--- config.mk ---
export PLATFORM = sky130hd
export DESIGN_NAME = rict_ctrl
export DESIGN_NICKNAME = d
export VERILOG_FILES = /design/src/rtl/rict_pkg.sv /design/src/rtl/rict_ctrl.sv
export SDC_FILE = /design/constraint.sdc
export NUM_CORES = 1
export LEC_CHECK = 0
export CORE_MARGIN = 2
export CORE_UTILIZATION = 60
export CTS_CLUSTER_DIAMETER = 30
export CTS_CLUSTER_SIZE = 25
export DETAILED_ROUTE_END_ITERATION = 10
export DONT_BUFFER_PORTS = 1
export GPL_ROUTABILITY_DRIVEN = 0
export PLACE_DENSITY = 0.76
export SLEW_MARGIN = 40
export SYNTH_ARGS = -nofsm -noshare
export SYNTH_HDL_FRONTEND = slang
export SYNTH_SLANG_ARGS = --single-unit
--- constraint.sdc ---
create_clock -name i_clk -period 5.2 [get_ports i_clk]
set_clock_uncertainty 0.15 [all_clocks]
set_input_delay 0 -clock i_clk [delete_from_list [all_inputs] [get_ports i_clk]]
set_output_delay 0 -clock i_clk [all_outputs]
set_load 0.03 [all_outputs]
--- src/rtl/rict_pkg.sv ---
`timescale 1ns / 1ps

package rict_pkg;

    // tree shape
    localparam int LEAVES      = 1024;
    localparam int VALUE_RANGE = 40;
    localparam int TREE_W      = 1024;
    localparam int NODE_W      = 11;
    localparam int HNODE_W     = 12;
    localparam int BIN_W       = 6;
    localparam int STEP_W      = 6;
    localparam int CNT_W       = 11;
    localparam int INV_W       = 20;
    localparam int OUT_W       = 19;
    localparam int POS_W       = 10;

    // scratch histograms kept behind the tree nodes
    localparam int ACC_L_NODE  = 2047;
    localparam int ACC_R_NODE  = 2048;
    localparam int HIST_DEPTH  = (ACC_R_NODE + 1) * 64;
    localparam int HIST_AW     = HNODE_W + BIN_W;
    localparam int INV_DEPTH   = 2048;

    // last step of a merge pass
    localparam int PASS_LAST   = VALUE_RANGE + 1;

    // merge pass modes
    localparam logic [2:0] MODE_LEAF  = 3'd0;
    localparam logic [2:0] MODE_SET   = 3'd1;
    localparam logic [2:0] MODE_LEFT  = 3'd2;
    localparam logic [2:0] MODE_RIGHT = 3'd3;
    localparam logic [2:0] MODE_FINAL = 3'd4;

    typedef struct packed {
        logic              start;
        logic              qinit;
        logic [2:0]        mode;
        logic [NODE_W-1:0] node;
        logic [BIN_W-1:0]  value;
    } t_cmd;

    typedef struct packed {
        logic             busy;
        logic             done;
        logic [INV_W-1:0] result;
    } t_sts;

endpackage

--- src/rtl/rict_ctrl.sv ---
`timescale 1ns / 1ps

module rict_ctrl import rict_pkg::*; (
    input  logic             i_clk,
    input  logic             i_rst_n,
    input  logic             i_valid,
    output logic             o_ready,
    input  logic             i_kind,
    input  logic [POS_W-1:0] i_position,
    input  logic [BIN_W-1:0] i_value,
    input  logic [POS_W-1:0] i_left_end,
    input  logic [POS_W-1:0] i_right_end,
    output logic             o_valid,
    input  logic             i_ready,
    output logic [OUT_W-1:0] o_inversions,
    output logic             o_range_error,
    output t_cmd             o_cmd,
    input  t_sts             i_sts
);

    localparam logic [3:0] S_CLEAR  = 4'd0;
    localparam logic [3:0] S_IDLE   = 4'd1;
    localparam logic [3:0] S_LEAF   = 4'd2;
    localparam logic [3:0] S_UP     = 4'd3;
    localparam logic [3:0] S_QCHK   = 4'd4;
    localparam logic [3:0] S_QL     = 4'd5;
    localparam logic [3:0] S_QRCHK  = 4'd6;
    localparam logic [3:0] S_QR     = 4'd7;
    localparam logic [3:0] S_QF     = 4'd8;
    localparam logic [3:0] S_OUT    = 4'd9;

    logic [3:0]        r_state, n_state;
    logic [NODE_W-1:0] r_node, n_node, r_l, n_l, r_r, n_r;
    logic              r_zero, n_zero, r_err, n_err;
    logic              r_ov, n_ov, r_oerr, n_oerr;
    logic [OUT_W-1:0]  r_oinv, n_oinv;
    logic [NODE_W-1:0] up_node, leaf, le_w, re_w, re_c, r_dec;

    always_comb begin
        up_node = (r_node - NODE_W'(1)) >> 1;
        r_dec   = r_r - NODE_W'(1);
        leaf    = NODE_W'(i_position) + NODE_W'(TREE_W - 1);
        le_w    = NODE_W'(i_left_end);
        re_w    = NODE_W'(i_right_end);
        re_c    = (re_w >= NODE_W'(LEAVES)) ? NODE_W'(LEAVES - 1) : re_w;
    end

    // walk the tree, one merge pass at a time
    always_comb begin
        n_state = r_state;
        n_node  = r_node;
        n_l     = r_l;
        n_r     = r_r;
        n_zero  = r_zero;
        n_err   = r_err;
        n_ov    = r_ov && !i_ready;
        n_oerr  = r_oerr;
        n_oinv  = r_oinv;
        o_cmd   = '0;
        case (r_state)
            S_CLEAR: begin
                if (!i_sts.busy) begin
                    n_state = S_IDLE;
                end
            end
            S_IDLE: begin
                if (i_valid) begin
                    if (!i_kind) begin
                        if (NODE_W'(i_position) < NODE_W'(LEAVES)) begin
                            o_cmd.start = 1'b1;
                            o_cmd.mode  = MODE_LEAF;
                            o_cmd.node  = leaf;
                            o_cmd.value = i_value;
                            n_node      = leaf;
                            n_state     = S_LEAF;
                        end
                    end else if (le_w > re_w) begin
                        n_zero  = 1'b1;
                        n_err   = 1'b1;
                        n_state = S_OUT;
                    end else if (le_w > re_c) begin
                        n_zero  = 1'b1;
                        n_err   = 1'b0;
                        n_state = S_OUT;
                    end else begin
                        o_cmd.qinit = 1'b1;
                        n_l     = le_w + NODE_W'(TREE_W - 1);
                        n_r     = re_c + NODE_W'(TREE_W);
                        n_zero  = 1'b0;
                        n_err   = 1'b0;
                        n_state = S_QCHK;
                    end
                end
            end
            S_LEAF, S_UP: begin
                if (i_sts.done) begin
                    if (r_node == '0) begin
                        n_state = S_IDLE;
                    end else begin
                        o_cmd.start = 1'b1;
                        o_cmd.mode  = MODE_SET;
                        o_cmd.node  = up_node;
                        n_node      = up_node;
                        n_state     = S_UP;
                    end
                end
            end
            S_QCHK: begin
                if (r_l < r_r) begin
                    if (!r_l[0]) begin
                        o_cmd.start = 1'b1;
                        o_cmd.mode  = MODE_LEFT;
                        o_cmd.node  = r_l;
                        n_state     = S_QL;
                    end else begin
                        n_state = S_QRCHK;
                    end
                end else begin
                    o_cmd.start = 1'b1;
                    o_cmd.mode  = MODE_FINAL;
                    n_state     = S_QF;
                end
            end
            S_QL: begin
                if (i_sts.done) begin
                    n_state = S_QRCHK;
                end
            end
            S_QRCHK: begin
                if (!r_r[0]) begin
                    o_cmd.start = 1'b1;
                    o_cmd.mode  = MODE_RIGHT;
                    o_cmd.node  = r_dec;
                    n_state     = S_QR;
                end else begin
                    n_l     = r_l >> 1;
                    n_r     = r_dec >> 1;
                    n_state = S_QCHK;
                end
            end
            S_QR: begin
                if (i_sts.done) begin
                    n_l     = r_l >> 1;
                    n_r     = r_dec >> 1;
                    n_state = S_QCHK;
                end
            end
            S_QF: begin
                if (i_sts.done) begin
                    n_state = S_OUT;
                end
            end
            S_OUT: begin
                if (!r_ov || i_ready) begin
                    n_ov    = 1'b1;
                    n_oerr  = r_err;
                    n_oinv  = r_zero ? '0 : i_sts.result[OUT_W-1:0];
                    n_state = S_IDLE;
                end
            end
            default: n_state = S_IDLE;
        endcase
    end

    always_ff @(posedge i_clk) begin
        if (!i_rst_n) begin
            r_state <= S_CLEAR;
            r_ov    <= 1'b0;
        end else begin
            r_state <= n_state;
            r_ov    <= n_ov;
        end
        r_node <= n_node;
        r_l    <= n_l;
        r_r    <= n_r;
        r_zero <= n_zero;
        r_err  <= n_err;
        r_oerr <= n_oerr;
        r_oinv <= n_oinv;
    end

    assign o_ready       = (r_state == S_IDLE);
    assign o_valid       = r_ov;
    assign o_inversions  = r_oinv;
    assign o_range_error = r_oerr;

    // a pass is only started once the previous one has finished
    a_start_free: assert property (@(posedge i_clk) disable iff (!i_rst_n)
        o_cmd.start |-> (!i_sts.busy || i_sts.done))
        else $error("merge pass started while datapath busy");

    // requests are only taken with the datapath at rest
    a_idle_quiet: assert property (@(posedge i_clk) disable iff (!i_rst_n)
        (r_state == S_IDLE) |-> !i_sts.busy)
        else $error("idle with datapath busy");

    // a fresh result comes only from the output state
    a_out_src: assert property (@(posedge i_clk) disable iff (!i_rst_n)
        (n_ov && !r_ov) |-> (r_state == S_OUT))
        else $error("result raised outside output state");

    // query setup never coincides with a pass start
    a_qinit: assert property (@(posedge i_clk) disable iff (!i_rst_n)
        o_cmd.qinit |-> !o_cmd.start)
        else $error("query setup overlaps pass start");

endmodule
==> results.txt, run 1 <==
Leaving out fill and tap cells, the most frequent cell in the layout is sky130_fd_sc_hd__dlygate4sd3_1. The number of nets with antenna violations after routing is 0. The cell depth of the worst flop-to-flop path came out at 5. The final non-filler cell total came out at 572. The placement row count came out at 29. For this design, the slowest cell found on the critical path is sky130_fd_sc_hd__or3_1. The via count of the first global-routing pass is 3,452.

The floorplan step set the die width to 85.8 um. The xor and xnor area share after synthesis is 7.20%. The count of boundary I/O pins is 107. TritonCTS built the clock tree.

The layout filler cell count is 430. Averaged over all synthesized cells, the footprint is 9.49 sq um. The synthesized area came out at 0.00401 sq mm. The pin count of the biggest net entering global routing came out at 30. The worst setup path startpoint is r_node[1].

In the layout the commonest cells are 66 x sky130_fd_sc_hd__dlygate4sd3_1, 54 x sky130_fd_sc_hd__edfxtp_1, 41 x sky130_fd_sc_hd__nand2_1. The data arrival time of the critical path is 3260 ps. IR analysis of the VDD net gives a maximum drop of 0.134 mV.

The share of flip-flops with an asynchronous set or reset after synthesis came out at 0%. The number of setup violations in the final report came out at 0. The total buffers and inverters traversed by the critical path is 1. The global route total overflow came out at 0. The worst endpoint required time came out at 5050 ps.

The areal power density over the cells is 235 mW/mm^2. The total of cells resized after clock tree synthesis came out at 0. The first-pass GRT wire length is 16.7 mm. After Yosys synthesis, and, or, nand and nor cells account for 21.4% of the synthesized area. Summing all flip-flop and latch instances after layout gives 0.00172 sq mm. The count of inserted antenna diode cells is 0. In this run the critical register-to-register path is launched from r_state[0]. Summed over all nets, the half-perimeter wirelength after detailed placement is 7.15 mm. The max-cap check violation count is 0.

The fraction of met2 tracks used by global routing came out at 51.0%. Before antenna repair, the detailed router went through 10 iterations. The total power is 1.16 mW. After synthesis, the largest family of logic cells by area is simple AND/OR/NAND/NOR gates. The area added between synthesis and finish is 22.4%. The number of clock buffers added by TritonCTS is 9. The maximum number of buffers from clock root to sink came out at 2. The total wire length after detailed routing came out at 10.6 mm. The smallest clock period supported by the final layout is computed as 3410 ps.

The worst register-to-register path ends at r_node[10]. Summed over all failing endpoints, the final setup total negative slack is 0 ps. The detailed-route vias per instance came out at 6.15. Sequential elements use 42.9% of the synthesized area. After detailed routing, the average wire length per cell comes to 18.5 um. The total via count after detailed routing is 3,519.

The end of the critical path is o_cmd[21]. The net switching power of the design is 344 uW. The global routing stage identified its most utilized layer as met2. After Yosys synthesis, full adders, half adders and majority gates account for 7.79% of the synthesized area. The multi-input logic area came out at 0.00213 sq mm. The transition at the pin with the smallest max-transition slack is 724 ps.

The count of state elements after synthesis came out at 59. The count of port buffers added during placement came out at 0. The flow ran to the end, but the final reports show violations. The met3 usage in global routing came out at 6.83%. The area inside the core boundary came out at 0.00642 sq mm. The critical path endpoint category is an output port.

The clock transition at the registers of the reported paths came out at 70 ps. The source-to-sink clock delay at the later pin of the worst-skew pair came out at 340 ps. The worst pin sits at a relative slew slack of 52.6%. The number of library cell types mapped by synthesis came out at 56. The die area is 0.00736 sq mm. The multiplexer fraction of the synthesized cell area is 1.50%. The fraction of power spent switching nets came out at 29.8%. The total internal power came out at 812 uW. Static timing analysis puts the maximum clock frequency at 293 MHz. The final reports fail on design-rule violations. Buffers inserted to repair hold after CTS numbered 66. Traced cell by cell, the critical path runs through inv_1 > ha_1 > or4b_4 > or3_1 > o21a_1 > nand2_2 > nand2_2 > or3_1.

The number of failing hold endpoints at the final stage is 0. The net count after synthesis is 511. For this run, the leading register cell type out of synthesis is sky130_fd_sc_hd__edfxtp_1. The cell count after synthesis came out at 423. The maximum level of the CTS H-tree is 3. The setup fix buffers added after clock tree synthesis came out at 0. The synthesized netlist devotes 15.0% of its cell area to compound gates. The number of DRC violations after detailed routing came out at 9. For this run, the number of Yosys warnings is 0. Setup repair after global routing left no endpoint under its margin.

The final net count came out at 578. The number of max-slew violations in the final report is 0. The height of the die is 85.8 um. The part of the total power dissipated in the clock network is 31.2%. Per report_power, the sequential group accounts for 48.6% of the total. The leakage power figure is 1.94 nW. The critical path is of the reg2out type. In the final layout, the share of cells above drive strength 1 is 5.66%. After detailed placement, the design holds a cell count of 490. The count of clock tree sinks is 59.

The gate family responsible for the most delay along the worst path is simple AND/OR/NAND/NOR gates. The worst hold-check path type is in2reg. The worst stage delay on the critical path came out at 560 ps. The synthesized design contains 54 enable-type register cells. The combinational share of power is 20.3%.

The final clock period utilization by the worst path is 65.6%. Along the worst path, the maximum fanout reaches 12. The initial DRC count is 287. STA classifies the critical path startpoint as a register. The reg2reg setup slack is 2290 ps. The tree is rooted in a sky130_fd_sc_hd__clkbuf_8.

The initial utilization of the core area, before any placement, comes to 62.5%. In this run the number of cells on the critical path is 8. The number of antenna violations at the first check in global routing came out at 0. In the global route stage, overall resource usage came out at 29.6%. Global routing consumed, on the met1 layer, 37.0% of the routing resources.
[power by group through the flow]
stage               registers (mW)  clock network (mW)  logic, mW
floorplan                    0.559                   0      0.153
global route                 0.563               0.381      0.254
finish                       0.561               0.360      0.234
CTS                          0.560               0.361      0.229
detailed placement           0.571                   0      0.182
global placement             0.570                   0      0.177
[per-layer routing]
layer | vias to the layer above | wire (um)
met5 | - | 0
met4 | 0 | 160
met3 | 17 | 915
met2 | 157 | 5260
met1 | 1673 | 4240
li1 | 1672 | -
[flip-flops by register name, indices dropped and copies added (netlist names)]
name	flops
r_node	11
o_valid	1
o_inversions	19
o_range_error	1
r_r	11
r_err	1
r_l	11
r_state	4
[worst min-delay path: cells and delay by family]
kind	cells	cell delay, ps
simple gates	3	200
xor+xnor	1	100
compound gates	1	50
[worst min-delay path by stage]
stage                        from    endpoint  slack (ps)  cells after the start
global placement          i_rst_n     o_valid         -30                      1
detailed placement        i_rst_n     o_valid         -20                      1
floorplan                 i_rst_n     o_valid         -30                      1
global route            i_sts[20]  r_state[0]          60                      3
CTS                 i_position[7]   r_node[8]          10                      5
finish              i_position[7]   r_node[8]          20                      5
[through the flow]
step	utilization (%)	instance area, sq um	setup slack (ps)	hold WS [ps]
after floorplan	-	4010	1830	-32.2
after global placement	63.6	4080	1770	-29.2
after detailed placement	63.6	4080	1690	-24.2
after CTS	76.5	4910	1590	9.64
after global routing	76.5	4910	1660	62.6
final	76.5	4910	1790	23.7
[cells by family after synthesis]
logic type / after synthesis
muxes: 6
adders and majority gates: 25
buffers and inverters: 43
xor gates and xnor gates: 33
DFF: 59
and+or+nand+nor: 166
AOI/OAI and AO/OA: 91
[layout make-up]
type,instances,area share (%)
Sequential cell,59,35.0
Tap cell,77,1.96
Inverter,30,2.29
Clock buffer,9,2.52
Multi-Input combinational cell,321,43.4
Clock inverter,7,0.891
Timing Repair Buffer,69,13.9
[cells in the mapped netlist, types with 12 or more instances]
cell	count	area, sq um
sky130_fd_sc_hd__a21oi_1	17	85.1
sky130_fd_sc_hd__edfxtp_1	54	1620
sky130_fd_sc_hd__ha_1	25	313
sky130_fd_sc_hd__inv_1	29	109
sky130_fd_sc_hd__nand2_1	41	154
sky130_fd_sc_hd__nand3_1	13	65.1
sky130_fd_sc_hd__nor2_1	30	113
sky130_fd_sc_hd__nor2b_1	23	144
sky130_fd_sc_hd__nor3_1	12	60.1
sky130_fd_sc_hd__o21ai_0	20	100
sky130_fd_sc_hd__o22ai_1	12	75.1
sky130_fd_sc_hd__xnor2_1	24	210
(Power assumes the default switching activity.)
==> run 2, diff against run 1 <==
ABC_AREA = 1   (was unset)
CORE_UTILIZATION = 58   (was 60)
clock period = 3.09 ns   (was 5.2 ns; I/O delays follow)
==> run 2 against run 1 <==
Compared with the run above: non-clock buffer count rose by 3; setup slack got worse by 1600 ps; critical endpoint is now r_state[2]; sequential power rose by 91%; first-iteration DRC count fell by 33%; global-route usage fell by 1.4 points; sequential cell count did not move; combinational power rose to 3.8 times the previous value; wire length rose by 2.8%; the run now ends clean.
==> results.txt, run 2 <==
Result of the run: completed (was complete, but fails checks). The instance count after placement with tap cells included came out at 641 (was 490). The launching element type of the critical path is a register (unchanged). The number of failing hold endpoints at the final stage is 0 (unchanged).

The total power came out at 2.58 mW (was 1.16 mW). The width of the die came out at 89.4 um (was 85.8 um). The routed length per placed instance came out at 15.0 um (was 18.5 um). The fmax came out at 342 MHz. The count of port buffers added during placement came out at 0 (unchanged). The number of setup violations in the final report came out at 0 (unchanged). The net count after synthesis is 634 (was 511). The effective utilization at floorplan is 59.3% (was 62.5%). The final design instance area without fill is 0.00519 sq mm (was 0.00491 sq mm). The total of cells resized after clock tree synthesis came out at 0 (unchanged).

Area contributors post-synth: sky130_fd_sc_hd__edfxtp_1 38%, sky130_fd_sc_hd__nand2_1 11%, sky130_fd_sc_hd__inv_1 8.8%, sky130_fd_sc_hd__ha_1 7.4%, sky130_fd_sc_hd__nor2_1 6.0% (was sky130_fd_sc_hd__edfxtp_1 40%, sky130_fd_sc_hd__ha_1 7.8%, sky130_fd_sc_hd__xnor2_1 5.2%, sky130_fd_sc_hd__nand2_1 3.8%, sky130_fd_sc_hd__nor2b_1 3.6%). The worst-case hold path end point is o_cmd[4] (was r_node[8]). The areal power density over the cells came to 497 mW/mm^2 (was 235 mW/mm^2).

The detailed-route vias per instance came out at 5.29 (was 6.15). The final clock period utilization by the worst path is 94.7%. The number of flip-flops under the largest register name is 19 (unchanged). The pin count of the biggest net entering global routing came out at 24 (was 30). The maximum fanout encountered on the critical timing path came out at 7 (was 12). The number of optimization iterations in the first detailed-route pass is 5 (was 10).

The source-to-sink clock delay at the later pin of the worst-skew pair came out at 340 ps (about the same). The global route total overflow is 0 (unchanged). The via count of the first global-routing pass is 3,849 (was 3,452). The final non-filler cell total is 725 (was 572). The fraction of post-synthesis cell area in the top cell type by area came out at 38.3% (was 40.4%).

The leading register cell type out of synthesis was sky130_fd_sc_hd__edfxtp_1 (unchanged). The source of the worst register-to-register timing path was r_state[2] (was r_state[0]). The height of the die is 89.4 um (was 85.8 um). The leakage power figure came out at 2.36 nW (was 1.94 nW). The post-synthesis average cell area came out at 7.75 sq um (was 9.49 sq um). Unrepaired setup endpoints after global routing: no (unchanged). The clock transition at the registers of the reported paths came out at 80 ps (was 70 ps). The first-pass GRT wire length is 17.1 mm (was 16.7 mm). The worst endpoint required time came to 3230 ps (was 5050 ps). The cell at the root of the clock tree was sky130_fd_sc_hd__clkbuf_8 (unchanged). The total wire length after detailed routing came out at 10.9 mm (was 10.6 mm). The startpoint-to-endpoint class of the critical path is reg2reg (was reg2out). The count of state elements after synthesis was 59 (unchanged). The number of max-slew violations in the final report is 0 (unchanged). The placed wire-length estimate after detailed placement is 7.73 mm (was 7.15 mm). The maximum number of buffers from clock root to sink is 2 (unchanged). The maximum level of the CTS H-tree is 3 (unchanged). The utilization of the core after routing came to 72.8% (was 76.5%). The post-route worst setup slack is 162 ps (was 1790 ps). The final net count is 709 (was 578).

The total via count after detailed routing came out at 3,838 (was 3,519). The aggregate negative setup slack came out at 0 ps (unchanged). The number of antenna violations at the first check in global routing is 0 (unchanged). The reg-to-reg endpoint is r_state[2] (was r_node[10]). The share of flip-flops with an asynchronous set or reset after synthesis came out at 0% (unchanged). The number of nets with antenna violations after routing came out at 0 (unchanged). The cell count after synthesis is 546 (was 423). The data arrival time of the critical path is 3070 ps (was 3260 ps). The cell depth of the worst flop-to-flop path came out at 9 (was 5). The relative slew slack came to 48.8% (was 52.6%). The source of the worst hold timing path was i_value[4] (was i_position[7]).

The placement row count came to 31 (was 29). The count of inserted antenna diode cells came out at 0 (unchanged). The minimum period implied by the final worst setup slack is 2930 ps. The worst hold-check path type is in2out (was in2reg).

The count of flip-flops with a built-in enable after synthesis came out at 54 (unchanged). The transition at the pin with the smallest max-transition slack is 767 ps (was 724 ps). The number of library cell types mapped by synthesis is 38 (was 56). The most common cell after layout, fill and taps aside is sky130_fd_sc_hd__nand2_1 (was sky130_fd_sc_hd__dlygate4sd3_1). The number of DRC violations after detailed routing came out at 0 (was 9). Post-synth top cells: 124 x sky130_fd_sc_hd__nand2_1, 99 x sky130_fd_sc_hd__inv_1, 68 x sky130_fd_sc_hd__nor2_1 (was 54 x sky130_fd_sc_hd__edfxtp_1, 41 x sky130_fd_sc_hd__nand2_1, 30 x sky130_fd_sc_hd__nor2_1). The count of boundary I/O pins is 107 (unchanged).

The worst slack at placement came out at 702 ps (was 1690 ps). The count of warnings emitted by yosys came to 0 (unchanged). Commonest cells after routing, fill and taps aside: 124 x sky130_fd_sc_hd__nand2_1, 99 x sky130_fd_sc_hd__inv_1, 68 x sky130_fd_sc_hd__nor2_1, 68 x sky130_fd_sc_hd__dlygate4sd3_1, 54 x sky130_fd_sc_hd__edfxtp_1 (was 66 x sky130_fd_sc_hd__dlygate4sd3_1, 54 x sky130_fd_sc_hd__edfxtp_1, 41 x sky130_fd_sc_hd__nand2_1). The reg2reg setup slack came out at 160 ps (was 2290 ps).

The max-cap check violation count is 0 (unchanged). The area inside the core boundary came out at 0.00714 sq mm (was 0.00642 sq mm). The overall routing resource usage was 28.2% (was 29.6%). The share of cells above drive strength 1 is 7.83% (was 5.66%). The instance count along the most critical hold path came to 2 (was 5).

The sequential-to-total area share from yosys stat is 40.7% (was 42.9%). The synthesized area came out at 0.00423 sq mm (was 0.00401 sq mm). The TritonCTS buffer count came out at 9 (unchanged). The most frequent cell after synthesis is sky130_fd_sc_hd__nand2_1 (was sky130_fd_sc_hd__edfxtp_1).

The worst hold-check slack came out at 6.50 ps (was 23.7 ps). The TritonCTS clock tree is built (unchanged). The initial DRC count came out at 193 (was 287). The area added between synthesis and finish came out at 22.8% (was 22.4%). The die area is 0.00799 sq mm (was 0.00736 sq mm). The highest ir drop seen on vdd came out at 0.236 mV (was 0.134 mV). The placed standard-cell area is 0.00434 sq mm (was 0.00408 sq mm).

The critical path endpoint category is a register (was output port). The cell accounting for the most synthesized area is sky130_fd_sc_hd__edfxtp_1 (unchanged). The count of clock tree sinks is 59 (unchanged).
run 2: cell types whose count changed in the layout (fill, tap and decap cells not counted), moves of 9 or more:
cell and delta:
sky130_fd_sc_hd__inv_1 +70, sky130_fd_sc_hd__nand2_1 +83, sky130_fd_sc_hd__nand4_1 +9, sky130_fd_sc_hd__nor2_1 +38
sky130_fd_sc_hd__nor2b_1 -23, sky130_fd_sc_hd__xnor2_1 -18, sky130_fd_sc_hd__xor2_1 +10
run 2: cell type report:
class,instances,area (sq um)
inverters,107,402
repair buffers,72,711
flip-flops and latches,59,1720
clock buffers,10,128
fillers,556,1940
multi-input cells,372,2070
well taps,99,124
clock inverters,6,41.3
run 2: what timing repair did:
action / CTS / global route
setup endpoints to repair: 0 / 0
hold buffers: 68 / 0
setup buffers: 0 / 0
endpoints found under the hold margin: 57 / 0
run 2: per-layer routing:
metal | vias up | GRT usage [%] | wire length [um]
met5 | - | 0 | 0
met4 | 0 | 10.0 | 301
met3 | 25 | 6.83 | 734
met2 | 152 | 51.2 | 5600
met1 | 1750 | 32.1 | 4240
li1 | 1911 | - | -
run 2: cell families (layout without fill, tap and decap cells):
kind of cell / Yosys count / count (layout) / synth area share, %
flops: 59 / 59 / 40.7
fa+ha+maj: 25 / 25 / 7.40
compound gates: 62 / 62 / 8.99
simple gates: 260 / 260 / 27.2
xor+xnor: 25 / 25 / 5.18
buf+inv: 115 / 195 / 10.5
run 2: report_power, final:
part / internal [mW] / switching (mW) / total (mW)
Combinational: 0.299 / 0.594 / 0.893
Sequential: 0.986 / 0.0843 / 1.07
Clock: 0.290 / 0.330 / 0.620
Total: 1.57 / 1.01 / 2.58
run 2: worst max-delay path, stage by stage, from the launching register on:
cell and delay [ps]:
sky130_fd_sc_hd__dfxtp_1 480, sky130_fd_sc_hd__nor2_2 100, sky130_fd_sc_hd__nand2_1 280, sky130_fd_sc_hd__buf_4 220, sky130_fd_sc_hd__o211ai_1 100, sky130_fd_sc_hd__nor2_2 200, sky130_fd_sc_hd__dlygate4sd3_1 640, sky130_fd_sc_hd__nand2_1 70
sky130_fd_sc_hd__a21oi_1 100, sky130_fd_sc_hd__dlygate4sd3_1 540
run 2: worst max path at each step:
stage | start | to | slack (ps) | cells past startpoint
after detailed placement | r_node[1] | r_node[0] | 700 | 9
after CTS | r_state[2] | r_state[2] | 190 | 9
after floorplan | r_state[0] | o_inversions[0] | 750 | 4
after global placement | r_node[0] | r_node[1] | 780 | 9
final | r_state[2] | r_state[2] | 160 | 9
after global routing | r_state[2] | r_state[0] | 30 | 9
